`src/rtl/dccwg_pkg.sv`:
```
// dccwg_pkg: shared types and constants for the dcc packet waveform generator
// used by dcc_packet_waveform_generator and its port checker
// no dependencies
package dccwg_pkg;

    // packet buffer geometry
    localparam int MAX_PACKET_BYTES = 6;
    localparam int ADDR_W           = $clog2(MAX_PACKET_BYTES);
    localparam int LEN_W            = $clog2(MAX_PACKET_BYTES + 1);

    // fixed field widths
    localparam int OP_W          = 2;
    localparam int BYTE_W        = 8;
    localparam int IDX_W         = 3;
    localparam int COUNT_W       = 3;
    localparam int REPEAT_W      = 8;
    localparam int PREAMBLE_W    = 8;
    localparam int BIT_CNT_W     = 4;
    localparam int CFG_DATA_W    = 8;
    localparam int CFG_INDEX_W   = 1;

    localparam logic [BIT_CNT_W-1:0]  BITS_PER_BYTE   = 4'd8;
    localparam logic [PREAMBLE_W-1:0] PREAMBLE_RESET  = 8'd14;

    // configuration register indexes
    localparam logic [CFG_INDEX_W-1:0] CFG_PREAMBLE_BITS = 1'b0;
    localparam logic [CFG_INDEX_W-1:0] CFG_ACK_STOP      = 1'b1;

    // input operations
    typedef enum logic [OP_W-1:0] {
        OP_TICK   = 2'd0,
        OP_WRITE  = 2'd1,
        OP_SUBMIT = 2'd2
    } op_t;

    // half-bit sequencer phases
    typedef enum logic [3:0] {
        PH_EDGE1      = 4'd0,
        PH_ONE2       = 4'd1,
        PH_ZERO2_MID  = 4'd2,
        PH_ZERO2      = 4'd3,
        PH_ZERO1_MID  = 4'd4,
        PH_IDLE2      = 4'd5,
        PH_IDLE1      = 4'd6,
        PH_PRE2       = 4'd7,
        PH_PRE1       = 4'd8,
        PH_START2_MID = 4'd9,
        PH_START2     = 4'd10,
        PH_START1_MID = 4'd11,
        PH_START1     = 4'd12
    } phase_t;

endpackage

```
`src/rtl/dcc_packet_waveform_generator.sv`:
```
// dcc_packet_waveform_generator: dcc track waveform sequencer with packet buffer memory
// depends on dccwg_pkg
// checked by dccwg_checker (bound in its own file)

// One input transfer is taken every cycle while s_ready is high and yields one
// result; the op field selects a half-bit tick, a packet byte write or a
// packet submit. The packet bytes live in a small synchronous memory read
// ahead of use: a byte is fetched when the previous byte ends or a packet
// (re)starts, and its first use comes at least four ticks later, so no tick
// waits on the memory. Results pass through an output register with a skid
// stage, so one more input is taken after a result stall. Configuration
// writes take effect at the following edge and must only be made while idle.
module dcc_packet_waveform_generator (
    input  logic                                aclk,
    input  logic                                aresetn,
    // configuration write port
    input  logic                                cfg_wr_en,
    input  logic [dccwg_pkg::CFG_INDEX_W-1:0]   cfg_wr_index,
    input  logic [dccwg_pkg::CFG_DATA_W-1:0]    cfg_wr_data,
    // input channel
    input  logic                                s_valid,
    output logic                                s_ready,
    input  logic [dccwg_pkg::OP_W-1:0]          s_op,
    input  logic [dccwg_pkg::IDX_W-1:0]         s_byte_index,
    input  logic [dccwg_pkg::BYTE_W-1:0]        s_byte_value,
    input  logic [dccwg_pkg::COUNT_W-1:0]       s_byte_count,
    input  logic [dccwg_pkg::REPEAT_W-1:0]      s_repeat_count,
    input  logic                                s_ack_seen,
    input  logic                                s_recovery_time,
    // result channel
    output logic                                m_valid,
    input  logic                                m_ready,
    output logic                                m_line_level,
    output logic                                m_buffer_free,
    output logic                                m_packet_done
);
    import dccwg_pkg::*;

    localparam int CLAMP_W = LEN_W + COUNT_W;
    localparam int WIDX_W  = LEN_W + IDX_W;

    // configuration registers
    logic [PREAMBLE_W-1:0] preamble_bits_reg;
    logic                  ack_stop_enable_reg;

    // sequencer state
    phase_t                phase_reg, phase_next;
    logic                  level_reg, level_next;
    logic [BYTE_W-1:0]     shift_byte_reg, shift_byte_next;
    logic [BIT_CNT_W-1:0]  bits_left_reg, bits_left_next;
    logic [LEN_W-1:0]      send_index_reg, send_index_next;
    logic [LEN_W-1:0]      bytes_left_reg, bytes_left_next;
    logic [PREAMBLE_W-1:0] preamble_left_reg, preamble_left_next;
    logic [REPEAT_W-1:0]   repeats_left_reg, repeats_left_next;
    logic [LEN_W-1:0]      packet_length_reg, packet_length_next;
    logic                  busy_reg, busy_next;

    // packet buffer memory and its read side
    logic [BYTE_W-1:0]     packet_mem [MAX_PACKET_BYTES];
    logic [BYTE_W-1:0]     rd_data_reg;
    logic                  load_pending_reg;
    logic                  load_zero_reg;
    logic                  rd_en;
    logic [LEN_W-1:0]      rd_addr;
    logic                  rd_in_range;
    logic                  wr_en;

    // output register and skid stage
    logic                  out_valid_reg;
    logic [2:0]            out_data_reg;
    logic                  skid_valid_reg;
    logic [2:0]            skid_data_reg;
    logic [2:0]            result;

    // decoded events
    logic                  accept;
    op_t                   op;
    logic                  is_tick;
    logic                  is_write;
    logic                  is_submit;
    logic                  bit_end;
    logic                  byte_end;
    logic                  pkt_end;
    logic                  stop;
    logic                  restart;
    logic                  toggle;
    logic [REPEAT_W-1:0]   repeats_dec;
    logic [PREAMBLE_W-1:0] preamble_dec;
    logic [CLAMP_W-1:0]    count_wide;
    logic [LEN_W-1:0]      count_clamped;
    logic [WIDX_W-1:0]     index_wide;

    assign accept    = s_valid && s_ready;
    assign op        = op_t'(s_op);
    assign is_tick   = accept && (op == OP_TICK);
    assign is_write  = accept && (op == OP_WRITE);
    assign is_submit = accept && (op == OP_SUBMIT) && !busy_reg;

    // bit, byte and packet boundaries
    assign repeats_dec  = repeats_left_reg - 1'b1;
    assign preamble_dec = preamble_left_reg - 1'b1;
    assign bit_end  = is_tick && (phase_reg == PH_ONE2 || phase_reg == PH_ZERO2_MID);
    assign byte_end = bit_end && (bits_left_reg == BIT_CNT_W'(1));
    assign pkt_end  = byte_end && (bytes_left_reg == LEN_W'(1));
    assign stop     = pkt_end && ((repeats_dec == '0) ||
                                  (ack_stop_enable_reg && s_ack_seen && !s_recovery_time));
    assign restart  = (pkt_end && !stop) ||
                      (is_tick && phase_reg == PH_IDLE2 && busy_reg);

    // phase sequencing
    always_comb begin
        phase_next = phase_reg;
        if (is_tick) begin
            case (phase_reg)
                PH_EDGE1:      phase_next = shift_byte_reg[BYTE_W-1] ? PH_ONE2 : PH_ZERO1_MID;
                PH_ONE2,
                PH_ZERO2_MID: begin
                    if (!byte_end) begin
                        phase_next = PH_EDGE1;
                    end else if (!pkt_end) begin
                        phase_next = PH_START1;
                    end else if (stop) begin
                        phase_next = PH_IDLE1;
                    end else begin
                        phase_next = PH_PRE1;
                    end
                end
                PH_ZERO2:      phase_next = PH_ZERO2_MID;
                PH_ZERO1_MID:  phase_next = PH_ZERO2;
                PH_IDLE2:      phase_next = busy_reg ? PH_PRE1 : PH_IDLE1;
                PH_IDLE1:      phase_next = PH_IDLE2;
                PH_PRE2:       phase_next = (preamble_dec == '0) ? PH_START1 : PH_PRE1;
                PH_PRE1:       phase_next = PH_PRE2;
                PH_START2_MID: phase_next = PH_EDGE1;
                PH_START2:     phase_next = PH_START2_MID;
                PH_START1_MID: phase_next = PH_START2;
                default:       phase_next = PH_START1_MID;
            endcase
        end
    end

    // line edges on every phase except the mid-bit holds
    always_comb begin
        toggle = 1'b0;
        if (is_tick) begin
            toggle = phase_reg inside {PH_EDGE1, PH_ONE2, PH_ZERO2, PH_IDLE2, PH_IDLE1,
                                       PH_PRE2, PH_PRE1, PH_START2, PH_START1};
        end
    end

    // submit count clamp and write index check
    assign count_wide = CLAMP_W'(s_byte_count);
    assign index_wide = WIDX_W'(s_byte_index);
    always_comb begin
        if (count_wide == '0) begin
            count_clamped = LEN_W'(1);
        end else if (count_wide > CLAMP_W'(MAX_PACKET_BYTES)) begin
            count_clamped = LEN_W'(MAX_PACKET_BYTES);
        end else begin
            count_clamped = count_wide[LEN_W-1:0];
        end
    end
    assign wr_en = is_write && !busy_reg && (index_wide < WIDX_W'(MAX_PACKET_BYTES));

    // memory fetch for the next byte to send
    assign rd_en       = byte_end || restart;
    assign rd_addr     = restart ? '0 : send_index_reg + 1'b1;
    assign rd_in_range = rd_addr < LEN_W'(MAX_PACKET_BYTES);

    // datapath next values
    always_comb begin
        level_next         = level_reg ^ toggle;
        shift_byte_next    = shift_byte_reg;
        bits_left_next     = bits_left_reg;
        send_index_next    = send_index_reg;
        bytes_left_next    = bytes_left_reg;
        preamble_left_next = preamble_left_reg;
        repeats_left_next  = repeats_left_reg;
        packet_length_next = packet_length_reg;
        busy_next          = busy_reg;

        // fetched byte is loaded from the read data register once load_pending_reg is set
        if (load_pending_reg) begin
            shift_byte_next = load_zero_reg ? '0 : rd_data_reg;
        end else if (bit_end) begin
            shift_byte_next = {shift_byte_reg[BYTE_W-2:0], 1'b0};
        end

        if (bit_end) begin
            bits_left_next = byte_end ? BITS_PER_BYTE : bits_left_reg - 1'b1;
        end
        if (byte_end) begin
            send_index_next = send_index_reg + 1'b1;
            bytes_left_next = bytes_left_reg - 1'b1;
        end
        if (is_tick && phase_reg == PH_PRE2) begin
            preamble_left_next = preamble_dec;
        end
        if (pkt_end) begin
            repeats_left_next = repeats_dec;
        end

        // packet (re)start loads the counters
        if (restart) begin
            send_index_next    = '0;
            bytes_left_next    = packet_length_reg;
            preamble_left_next = preamble_bits_reg;
            bits_left_next     = BITS_PER_BYTE;
        end

        if (is_submit) begin
            packet_length_next = count_clamped;
            repeats_left_next  = s_repeat_count;
            busy_next          = 1'b1;
        end
        if (stop) begin
            busy_next = 1'b0;
        end
    end

    assign result = {level_next, !busy_next, stop};

    // configuration registers
    always_ff @(posedge aclk) begin
        if (!aresetn) begin
            preamble_bits_reg   <= PREAMBLE_RESET;
            ack_stop_enable_reg <= 1'b0;
        end else if (cfg_wr_en) begin
            case (cfg_wr_index)
                CFG_PREAMBLE_BITS: preamble_bits_reg   <= cfg_wr_data;
                CFG_ACK_STOP:      ack_stop_enable_reg <= cfg_wr_data[0];
                default:           ;
            endcase
        end
    end

    // sequencer state
    always_ff @(posedge aclk) begin
        if (!aresetn) begin
            phase_reg         <= PH_IDLE1;
            level_reg         <= 1'b0;
            shift_byte_reg    <= '0;
            bits_left_reg     <= BITS_PER_BYTE;
            send_index_reg    <= '0;
            bytes_left_reg    <= '0;
            preamble_left_reg <= '0;
            repeats_left_reg  <= '0;
            packet_length_reg <= '0;
            busy_reg          <= 1'b0;
            load_pending_reg  <= 1'b0;
            load_zero_reg     <= 1'b0;
        end else begin
            phase_reg         <= phase_next;
            level_reg         <= level_next;
            shift_byte_reg    <= shift_byte_next;
            bits_left_reg     <= bits_left_next;
            send_index_reg    <= send_index_next;
            bytes_left_reg    <= bytes_left_next;
            preamble_left_reg <= preamble_left_next;
            repeats_left_reg  <= repeats_left_next;
            packet_length_reg <= packet_length_next;
            busy_reg          <= busy_next;
            load_pending_reg  <= rd_en;
            load_zero_reg     <= !rd_in_range;
        end
    end

    // packet buffer: writes only while free, reads only while sending
    always_ff @(posedge aclk) begin
        if (wr_en) begin
            packet_mem[s_byte_index[ADDR_W-1:0]] <= s_byte_value;
        end
        if (rd_en && rd_in_range) begin
            rd_data_reg <= packet_mem[rd_addr[ADDR_W-1:0]];
        end
    end

    // result register with skid stage
    assign s_ready = !skid_valid_reg;

    always_ff @(posedge aclk) begin
        if (!aresetn) begin
            out_valid_reg  <= 1'b0;
            skid_valid_reg <= 1'b0;
        end else begin
            if (accept) begin
                if (!out_valid_reg || m_ready) begin
                    out_valid_reg <= 1'b1;
                end else begin
                    skid_valid_reg <= 1'b1;
                end
            end else if (out_valid_reg && m_ready) begin
                if (skid_valid_reg) begin
                    skid_valid_reg <= 1'b0;
                end else begin
                    out_valid_reg <= 1'b0;
                end
            end
        end
    end

    always_ff @(posedge aclk) begin
        if (accept) begin
            if (!out_valid_reg || m_ready) begin
                out_data_reg <= result;
            end else begin
                skid_data_reg <= result;
            end
        end else if (out_valid_reg && m_ready && skid_valid_reg) begin
            out_data_reg <= skid_data_reg;
        end
    end

    assign m_valid       = out_valid_reg;
    assign m_line_level  = out_data_reg[2];
    assign m_buffer_free = out_data_reg[1];
    assign m_packet_done = out_data_reg[0];

endmodule

```
`config.mk`:
```
export PLATFORM = sky130hd
export DESIGN_NAME = dcc_packet_waveform_generator
export DESIGN_NICKNAME = d
export VERILOG_FILES = /design/src/rtl/dccwg_pkg.sv /design/src/rtl/dcc_packet_waveform_generator.sv
export SDC_FILE = /design/constraint.sdc
export NUM_CORES = 1
export LEC_CHECK = 0
export ABC_AREA = 1
export CAP_MARGIN = 15
export CORE_MARGIN = 3
export CORE_UTILIZATION = 25
export CTS_BUF_LIST = sky130_fd_sc_hd__clkbuf_4
export CTS_CLUSTER_DIAMETER = 50
export DETAILED_ROUTE_END_ITERATION = 10
export DONT_BUFFER_PORTS = 1
export SLEW_MARGIN = 5
export SYNTH_ARGS = -nofsm -noshare
export SYNTH_HDL_FRONTEND = slang
export SYNTH_SLANG_ARGS = --single-unit
```
`constraint.sdc`:
```
create_clock -name aclk -period 2.8 [get_ports aclk]
set_clock_uncertainty 0.15 [all_clocks]
set_input_delay 0.28 -clock aclk [delete_from_list [all_inputs] [get_ports aclk]]
set_output_delay 0.28 -clock aclk [all_outputs]
set_load 0.05 [all_outputs]
```
== Word-level counts from Yosys, hierarchy flattened ==
Memories as Yosys holds them, arrays and structs flattened. A register that Yosys moved wholly into a read port is not among the register bits.
Cells that the tools add are included.

* Register bits after elaboration: 62
* Memory bits (writable): 48
* Bits of input ports: 40
* Output and inout port bits: 5
* Logic and storage cells: 137
* Memories kept: 1

{| class="wikitable"
|+ Memories
! memory !! words !! bits a word !! rd ports !! clocked after Yosys merged registers in !! write ports !! line !! source
|-
| packet_mem || 6 || 8 || 1 || 1 || 1 || dcc_packet_waveform_generator.sv:59 || <nowiki>logic [BYTE_W-1:0] packet_mem [MAX_PACKET_BYTES];</nowiki>
|}

* $add $sub $neg: 5
* $lt $le $gt $ge: 3
* Equality and inequality tests: 19
* Muxes and demuxes: 35
* Bitwise operators: 4
* Reductions and logical operators: 52

{| class="wikitable"
|+ Operators by type and width
! cell !! count
|-
| 8-bit 2-to-1 mux || 7
|-
| 4-bit case mux with 11 select lines || 1
|-
| 3-bit 2-to-1 mux || 10
|-
| 4-bit equality test, second input constant || 5
|-
| 1-bit logical AND || 20
|-
| 4-bit 2-to-1 mux || 5
|-
| 4-bit by 3-bit equality test with 1-bit output, second input constant || 4
|-
| 8-bit logical NOT || 2
|-
| 8-bit by 1-bit subtractor with 8-bit output, second input constant || 2
|-
| 1-bit 2-to-1 mux || 12
|-
| 2-bit nonzero test || 6
|-
| 2-bit AND reduction || 5
|-
| 9-bit nonzero test || 1
|-
| 4-bit by 1-bit equality test with 1-bit output, second input constant || 2
|-
| 4-bit by 2-bit equality test with 1-bit output, second input constant || 2
|-
| 1-bit logical NOT || 7
|-
| 6-bit logical NOT || 1
|-
| 3-bit less-than comparator, second input constant || 2
|-
| 1-bit logical OR || 5
|-
| 4-bit logical NOT || 1
|-
| 2-bit by 1-bit inequality test with 1-bit output, second input constant || 2
|-
| 2-bit OR reduction || 2
|-
| 4-bit by 1-bit subtractor with 4-bit output, second input constant || 1
|-
| 3-bit by 1-bit adder with 3-bit output, second input constant || 1
|-
| other kinds (10) || 12
|}

== Logic depth before layout (Yosys ltp) ==
Gate-level depths: netlist of run 1.

* Depth in word-level cells: 13
* Mapped depth: 17
* Gate-level depth less buffers: 16

== Least setup slack after synthesis of run 1 ==
OpenSTA, ideal clock, no wires.

* Kind: register to register
* From: register repeats_left_reg[0]
* To: register rd_data_reg[0], read port of packet_mem, enable pin
* Setup time: 0.273 ns
* Arrival: 1.875 ns
* Data required time: 2.377 ns
* Path slack: 0.502 ns
* Cell stages (with the launch flop): 17
* Buffers on the path: 1
* Period minus slack after synthesis: 2.298 ns
* Cell sequence: dfxtp_1 > inv_1 > ha_1 > nand2_1 > nor2_1 > nand2_1 > nand2_1 > nand2_1 > nor2_1 > nand2_1 > nand3_4 > nand2_4 > inv_2 > nand2_4 > buf_4 > o21ai_1 > inv_1

* Word-level cells in the longest chain between the ends: 10
* Elaborated cells on any way between the ends: 11
* Those cells by class: 1 x add/sub; 1 x order compare; 1 x mux; 8 x reduce/logical

{| class="wikitable"
|+ RTL lines
! element !! line !! source
|-
| from (decl) || dcc_packet_waveform_generator.sv:54 || <nowiki>logic [REPEAT_W-1:0] repeats_left_reg, repeats_left_next;</nowiki>
|-
| from (signal assigned) || dcc_packet_waveform_generator.sv:260 || <nowiki>repeats_left_reg <= repeats_left_next;</nowiki>
|-
| 8-bit by 1-bit subtractor with 8-bit output * || dcc_packet_waveform_generator.sv:100 || <nowiki>assign repeats_dec = repeats_left_reg - 1'b1;</nowiki>
|-
| 8-bit logical NOT * || dcc_packet_waveform_generator.sv:105 || <nowiki>assign stop = pkt_end && ((repeats_dec == '0) ||</nowiki>
|-
| 1-bit logical OR * || dcc_packet_waveform_generator.sv:105 ||
|-
| 1-bit logical AND * || dcc_packet_waveform_generator.sv:105 ||
|-
| 1-bit logical NOT * || dcc_packet_waveform_generator.sv:107 || <nowiki>assign restart = (pkt_end && !stop) ||</nowiki>
|-
| 1-bit logical AND * || dcc_packet_waveform_generator.sv:107 ||
|-
| 1-bit logical OR * || dcc_packet_waveform_generator.sv:107 ||
|-
| 3-bit 2-to-1 mux || dcc_packet_waveform_generator.sv:167 || <nowiki>assign rd_addr = restart ? '0 : send_index_reg + 1'b1;</nowiki>
|-
| 3-bit less-than comparator || dcc_packet_waveform_generator.sv:168 || <nowiki>assign rd_in_range = rd_addr < LEN_W'(MAX_PACKET_BYTES);</nowiki>
|-
| 1-bit logical AND || dcc_packet_waveform_generator.sv:273 || <nowiki>if (rd_en && rd_in_range) begin</nowiki>
|-
| to (decl) || dcc_packet_waveform_generator.sv:60 || <nowiki>logic [BYTE_W-1:0] rd_data_reg;</nowiki>
|}

Every way passes the cells marked *; elsewhere a longest branch is shown, timed or not.
A chain may end at the register's enable or synchronous reset.

== Worst setup path after layout of run 1 ==
* From: register repeats_left_reg[0]
* To: register rd_data_reg[1], read port of packet_mem (data pin)

The elaborated chain is that of the path after synthesis.

==> results of run 1 <==
path summary, 6_finish.rpt:
path,slack [ps],start,endpoint,cells after the start
setup reg to reg,260,repeats_left_reg[0]$_SDFFE_PN0P_,rd_data_reg[1]$_DFFE_PP_,15
hold reg to reg,320,shift_byte_reg[0]$_SDFFE_PN0P_,shift_byte_reg[0]$_SDFFE_PN0P_,2
setup / recovery,260,repeats_left_reg[0]$_SDFFE_PN0P_,rd_data_reg[1]$_DFFE_PP_,15
hold / removal,60,s_byte_index[1],packet_mem[2][4]$_DFFE_PP_,3
final cells by class:
class	count	area [µm²]	share of cell area, %
flip-flops and latches	118	2980	44.8
multi-input cells	404	2170	32.7
repair buffers	66	618	9.29
well taps	275	344	5.17
inverters	72	270	4.06
clock inverters	15	134	2.01
clock buffers	17	128	1.92
diodes	1	2.50	0.0376
layer usage:
layer	share of wire, %	wire length [µm]	vias to the layer above
li1	-	-	2204
met1	48	5560	1886
met2	47	5410	89
met3	4.5	519	11
met4	1.3	146	0
met5	0	0	-
layout by cell type, fill, tap and decap left out, drive strengths merged:
cell type / synthesis / routed
nand2: 131 / 131
inv: 71 / 80
nor2: 73 / 73
edfxtp: 62 / 62
dfxtp: 56 / 56
dlygate4sd3: 0 / 49
o21ai: 46 / 46
nand3: 30 / 30
a21oi: 29 / 29
nor3: 18 / 18
clkbuf: 8 / 17
buf: 11 / 17
nand4: 12 / 12
xor2: 11 / 11
or2: 10 / 10
ha: 9 / 9
a221oi: 7 / 7
a211oi: 7 / 7
o211ai: 6 / 6
clkinv: 1 / 6
a31oi: 4 / 4
xnor2: 4 / 4
a311oi: 2 / 2
diode: 0 / 1
nand3b: 1 / 1
nor3b: 1 / 1
o311ai: 1 / 1
a41oi: 1 / 1
o32ai: 1 / 1
clkinvlp: 0 / 1
critical path, stage by stage, from the launching register on:
cell and delay [ps]:
dfxtp_1 390, inv_2 80, ha_1 220, nand2_1 110
nand2_1 80, nor2_1 110, nand3_1 80, nor2_1 130
nand2_1 130, nand3_4 140, buf_4 190, nand3_4 120
inv_2 160, nand2_1 70, nand3_1 60, nand2_1 50
stage by stage:
step	power, mW	cell area, µm²	setup WS [ps]	cells	hold slack (ps)
finish	3.30	6650	259	968	55.3
global route	3.48	6650	19.9	968	0.887
CTS	3.34	6640	149	967	2.85
detailed placement	2.12	5890	192	886	222
global placement	2.12	5890	301	886	221
floorplan	2.08	5530	502	613	229
report_power, final:
group,total [mW],switching [mW],leakage (nW),internal (mW)
Sequential,1.90,0.0455,1.02,1.85
Combinational,0.258,0.146,1.50,0.112
Clock,1.15,0.760,0.144,0.388
logic make-up (layout without fill, tap and decap cells):
| family | Yosys count | in the layout | synth area share, % |
|---|---|---|---|
| AND/OR/NAND/NOR | 276 | 276 | 23.5 |
| adder cells (fa/ha/maj) | 9 | 9 | 2.04 |
| other | 0 | 1 | 0 |
| flip-flops | 118 | 118 | 53.9 |
| XOR/XNOR | 15 | 15 | 2.37 |
| AO/OA/AOI/OAI | 104 | 104 | 11.3 |
| buffers and inverters | 91 | 170 | 6.97 |
what timing repair did:
action / 4_1_cts / 5_1_grt
endpoints found under the hold margin: 121 / 0
resized for setup: 0 / 4
hold buffers: 49 / 0
setup endpoints to repair: 0 / 16
==> out/metrics.yaml, run 1 <==
status: "finished clean"
routed_wl_um: 11600
core_um2: 21400
yosysSeqAreaShare_pct: 53.9
drive_gt1_share_pct: 13.3
grt_use_met2_pct: 16.2
syn_to_final_growth_pct: 20.3
io_buffers: 0
drtIter0Drc: 244
synth_top_area_cell: "edfxtp_1"
syn_inst: 613
via_count: 4190
fin_setup_tns_ps: 0
grt.met1_usage_pct: 12.9
rsz0062_at_grt: "no"
ir_drop_mv: 0.264
fill_cells: 2269
setup_viol: 0
synthMostInstantiatedCell: "nand2_1"
dr.pass1.iters: 5
rows: 53
report.final.slew_viol_count: 0
syn-num-nets: 662
synth_top_area_share_pct: 33.6
crit_type: "register to register"
yosysWarnings: 0
synth.distinct_cells: 41
synth-seq-cells: 118
die-area_um2: 24000
finalHoldViolCount: 0
relSlewSlack_pct: 35.7
worst_slew_pin_slew_ps: 961
hp-class: "input pin to register"
async_flop_share_pct: 0
ys.flop_type: "edfxtp_1"
grt.overflow.total: 0
nets: 728
largest_register_ff_count: 48
antenna_found_initial: 1
routedWlPerCell_um: 12.0
hpwl_um: 8090
grt_max_degree: 27
cts_max_path_buffers: 2
via_per_inst: 4.33
grtUsageTotal_pct: 10.1
grt_pass1_vias: 4042
p_per_area_nw_per_um2: 497
timing.final.crit_share_pct: 90.7
initial_utilization_pct: 25.9
synthTopCellsByArea: "edfxtp_1, dfxtp_1, nand2_1, nor2_1, inv_1"
dieHeight_um: 155
syn_avg_cell_area_um2: 9.03
crit_required_ps: 2920
io_pins: 45
worstPathArrival_ps: 2660
fin_crit_ps: 2540
cts_inserted_buffers: 17
start_kind: "register"
p_leak_nw: 2.66
grt_pass1_wl_um: 19400
cts_max_level: 4
clk_latency_ps: 520
synth_edf_count: 62
cts_tree: "done"
gp_congestion: 0.789
fmax_mhz: 394
met3_usage_pct: 2.88
cts_sinks: 118
clk_pin_slew_ps: 130
ys_top_cells_by_count: "nand2_1, nor2_1, inv_1"
top_usage_layer: "met2"
ant_nets: 0
final_util_pct: 31.2
maxCapViolCount: 0
crit_fanout: 9
die_w_um: 155
drcViolationCount: 0
post_cts_buffers: 0
cp-end-kind: "register"
root_buffer: "clkbuf_4"
mappedNetlistArea_um2: 5530
Power figures use the tool's default switching activity.
==> run 2: changes to the inputs <==
--- a/config.mk
+++ b/config.mk
@@ -10,9 +10,10 @@
 export CORE_MARGIN = 3
 export CORE_UTILIZATION = 25
 export CTS_BUF_LIST = sky130_fd_sc_hd__clkbuf_4
-export CTS_CLUSTER_DIAMETER = 50
+export CTS_CLUSTER_DIAMETER = 200
 export DETAILED_ROUTE_END_ITERATION = 10
 export DONT_BUFFER_PORTS = 1
+export PLACE_DENSITY = 0.35
 export SLEW_MARGIN = 5
 export SYNTH_ARGS = -nofsm -noshare
 export SYNTH_HDL_FRONTEND = slang
==> run 2 against run 1 <==
Effect of this change: critical path type is now input pin to register; final area grew 1.1%; fmax grew 0.49%; via count up 2.4%; setup slack better by 12 ps; routed wire length rose by 18%; first-iteration DRC count fell by 12%; largest power group unchanged.
==> out/metrics.yaml, run 2 (synthesis results as in run 1) <==
cpMostUsedCell: "dlygate4sd3_1"
io_buffers: 0  # unchanged
fin_crit_ps: 2530  # -12.4 ps
worstRegToRegCells: 16  # +1
cts_tree: "done"
maxCapViolCount: 0  # unchanged
root_buffer: "clkbuf_4"
post_cts_buffers: 0  # unchanged
cts_max_level: 4  # unchanged
critPathBufInv: 4  # +1
worstReg2RegEnd: "rd_data_reg[1]$_DFFE_PP_"
worst_slack_ps: 272  # +12.4 ps
clk_latency_ps: 520  # about the same
power_frac_comb_pct: 7.3  # -0.5 points
timing.final.crit_share_pct: 90.3  # -0.44 points
p_switching_mw: 0.910  # -4.3%
grt_max_degree: 27  # unchanged
dieHeight_um: 155  # unchanged
grt.met1_usage_pct: 14.0  # +1.1 points
worstPathArrival_ps: 2850  # +190 ps
whs_ps: 61.2  # +5.90 ps
routed_wl_um: 13800  # +18%
routedWlPerCell_um: 14.2  # +18%
clockPowerShare_pct: 39.8  # +5.1 points
layout_commonest_cell: "nand2_1"
fmax_mhz: 396  # +0.49%
clk_pin_slew_ps: 110  # -20 ps
finalHoldViolCount: 0  # unchanged
ant_nets: 0  # unchanged
antenna_found_initial: 1  # unchanged
rr_startpoint: "repeats_left_reg[1]$_SDFFE_PN0P_"
layout_common_cells: "nand2_1, nor2_1, inv_1, edfxtp_1, dfxtp_1"
crit_type: "input pin to register"
nets: 730  # +0.27%
drtIter0Drc: 215  # -12%
grt_pass1_vias: 4354  # +7.7%
drcViolationCount: 0  # unchanged
via_per_inst: 4.42  # +2.2%
io_pins: 45  # unchanged
core_um2: 21400  # unchanged
syn_to_final_growth_pct: 21.6
drive_gt1_share_pct: 13.4  # +0.11 points
rsz0062_at_grt: "no"
hpwl_um: 9860  # +22%
top_usage_layer: "met2"
cp-end-kind: "register"
crit_family: "buffers and inverters"
p_per_area_nw_per_um2: 533  # +7.4%
crit_fanout: 26  # +17
grt_use_met2_pct: 21.5  # +5.3 points
cts_inserted_buffers: 17  # unchanged
seqPwrFrac_pct: 52.9  # -4.5 points
report.final.slew_viol_count: 0  # unchanged
crit_required_ps: 3120  # +200 ps
grtUsageTotal_pct: 12.0  # +2.0 points
hp-class: "input pin to register"
rows: 53  # unchanged
relSlewSlack_pct: 30.8  # -5.0 points
cp-endpoint: "ack_stop_enable_reg$_SDFFE_PN0P_"
cts_sinks: 118  # unchanged
ir_drop_mv: 0.239  # -9.5%
fin_setup_tns_ps: 0  # unchanged
cp.depth: 5  # -10
power.internal_mw: 2.68  # +14%
grt.overflow.total: 0  # unchanged
grt_pass1_wl_um: 22600  # +17%
start_kind: "input pin"
die_w_um: 155  # unchanged
startpoint: "aresetn"
r2r_slack_ps: 320  # +60 ps
dp_slack_ps: 220  # +28.3 ps
dr.pass1.iters: 6  # +1
initial_utilization_pct: 25.9  # unchanged
path_cells: "dlygate4sd3_1 -> clkinv_1 -> buf_4 -> a21oi_1 -> dlygate4sd3_1"
slowest_stage: "dlygate4sd3_1"
netSwitchingFraction_pct: 25.4  # -3.4 points
status: "finished clean"
via_count: 4292  # +2.4%
slowest_delay_ps: 1220  # +830 ps
setup_viol: 0  # unchanged
met3_usage_pct: 3.44  # +0.56 points
p_leak_nw: 2.70  # +1.5%
cts_max_path_buffers: 2  # unchanged
gp_congestion: 0.785  # -0.49%
worst_slew_pin_slew_ps: 1040  # +74.1 ps
largest_register_ff_count: 48  # unchanged
die-area_um2: 24000  # unchanged
-- run 2: cell types whose count changed in the layout (fill, tap and decap cells not counted), sizes merged --
cell | before | now
dlygate4sd3 | 49 | 46
inv | 80 | 73
clkinv | 6 | 9
buf | 17 | 22
bufinv | 0 | 4
-- run 2: final cells by class --
class                   count  area (µm²)
diodes                      1        2.50
clock buffers              17         128
clock inverters            15         203
fillers                  2284       14600
inverters                  72         270
multi-input cells         404        2170
flip-flops and latches    118        2980
well taps                 275         344
repair buffers             68         626
-- run 2: power groups by stage --
stage	registers, mW	clock network [mW]	logic, mW
global placement	1.94	0	0.195
detailed placement	1.94	0	0.195
CTS	1.90	1.49	0.265
floorplan	1.93	0	0.156
finish	1.90	1.43	0.263
global route	1.90	1.58	0.300
-- run 2: timing repair --
action	CTS	global route
hold buffers	46	0
setup endpoints to repair	0	5
resized for setup	0	1
hold endpoints to repair	121	0
-- run 2: through the flow --
step	instance area, µm²	std cells	power, mW	util (%)
after floorplan	5530	613	2.08	-
after global placement	5930	891	2.13	27.8
after detailed placement	5930	891	2.13	27.8
after CTS	6720	969	3.65	31.5
after global routing	6730	970	3.78	31.5
final	6730	970	3.59	31.5
-- run 2: routing by layer --
metal	wire, µm	vias to the layer above
met5	0	-
met4	195	0
met3	466	16
met2	7060	74
met1	6030	2000
li1	-	2202
-- run 2: tightest hold or removal path, stage by stage --
cell     delay, ps
inv_1           50
nor3_1          60
nand2_1        120
nand2_1         60
a21oi_1        120
-- run 2: worst min-delay path by stage --
stage	slack, ps	endpoint	startpoint	cells past startpoint
2_1_floorplan	230	packet_mem[0][0]$_DFFE_PP_	s_byte_value[0]	0
3_3_place_gp	220	phase_reg[1]$_SDFFE_PN1P_	aresetn	1
3_5_place_dp	220	phase_reg[1]$_SDFFE_PN1P_	aresetn	1
4_1_cts	7	packet_length_reg[1]$_SDFFE_PN0P_	s_op[1]	5
5_1_grt	20	packet_mem[5][4]$_DFFE_PP_	s_byte_index[2]	3
6_report	60	packet_length_reg[1]$_SDFFE_PN0P_	s_op[1]	5
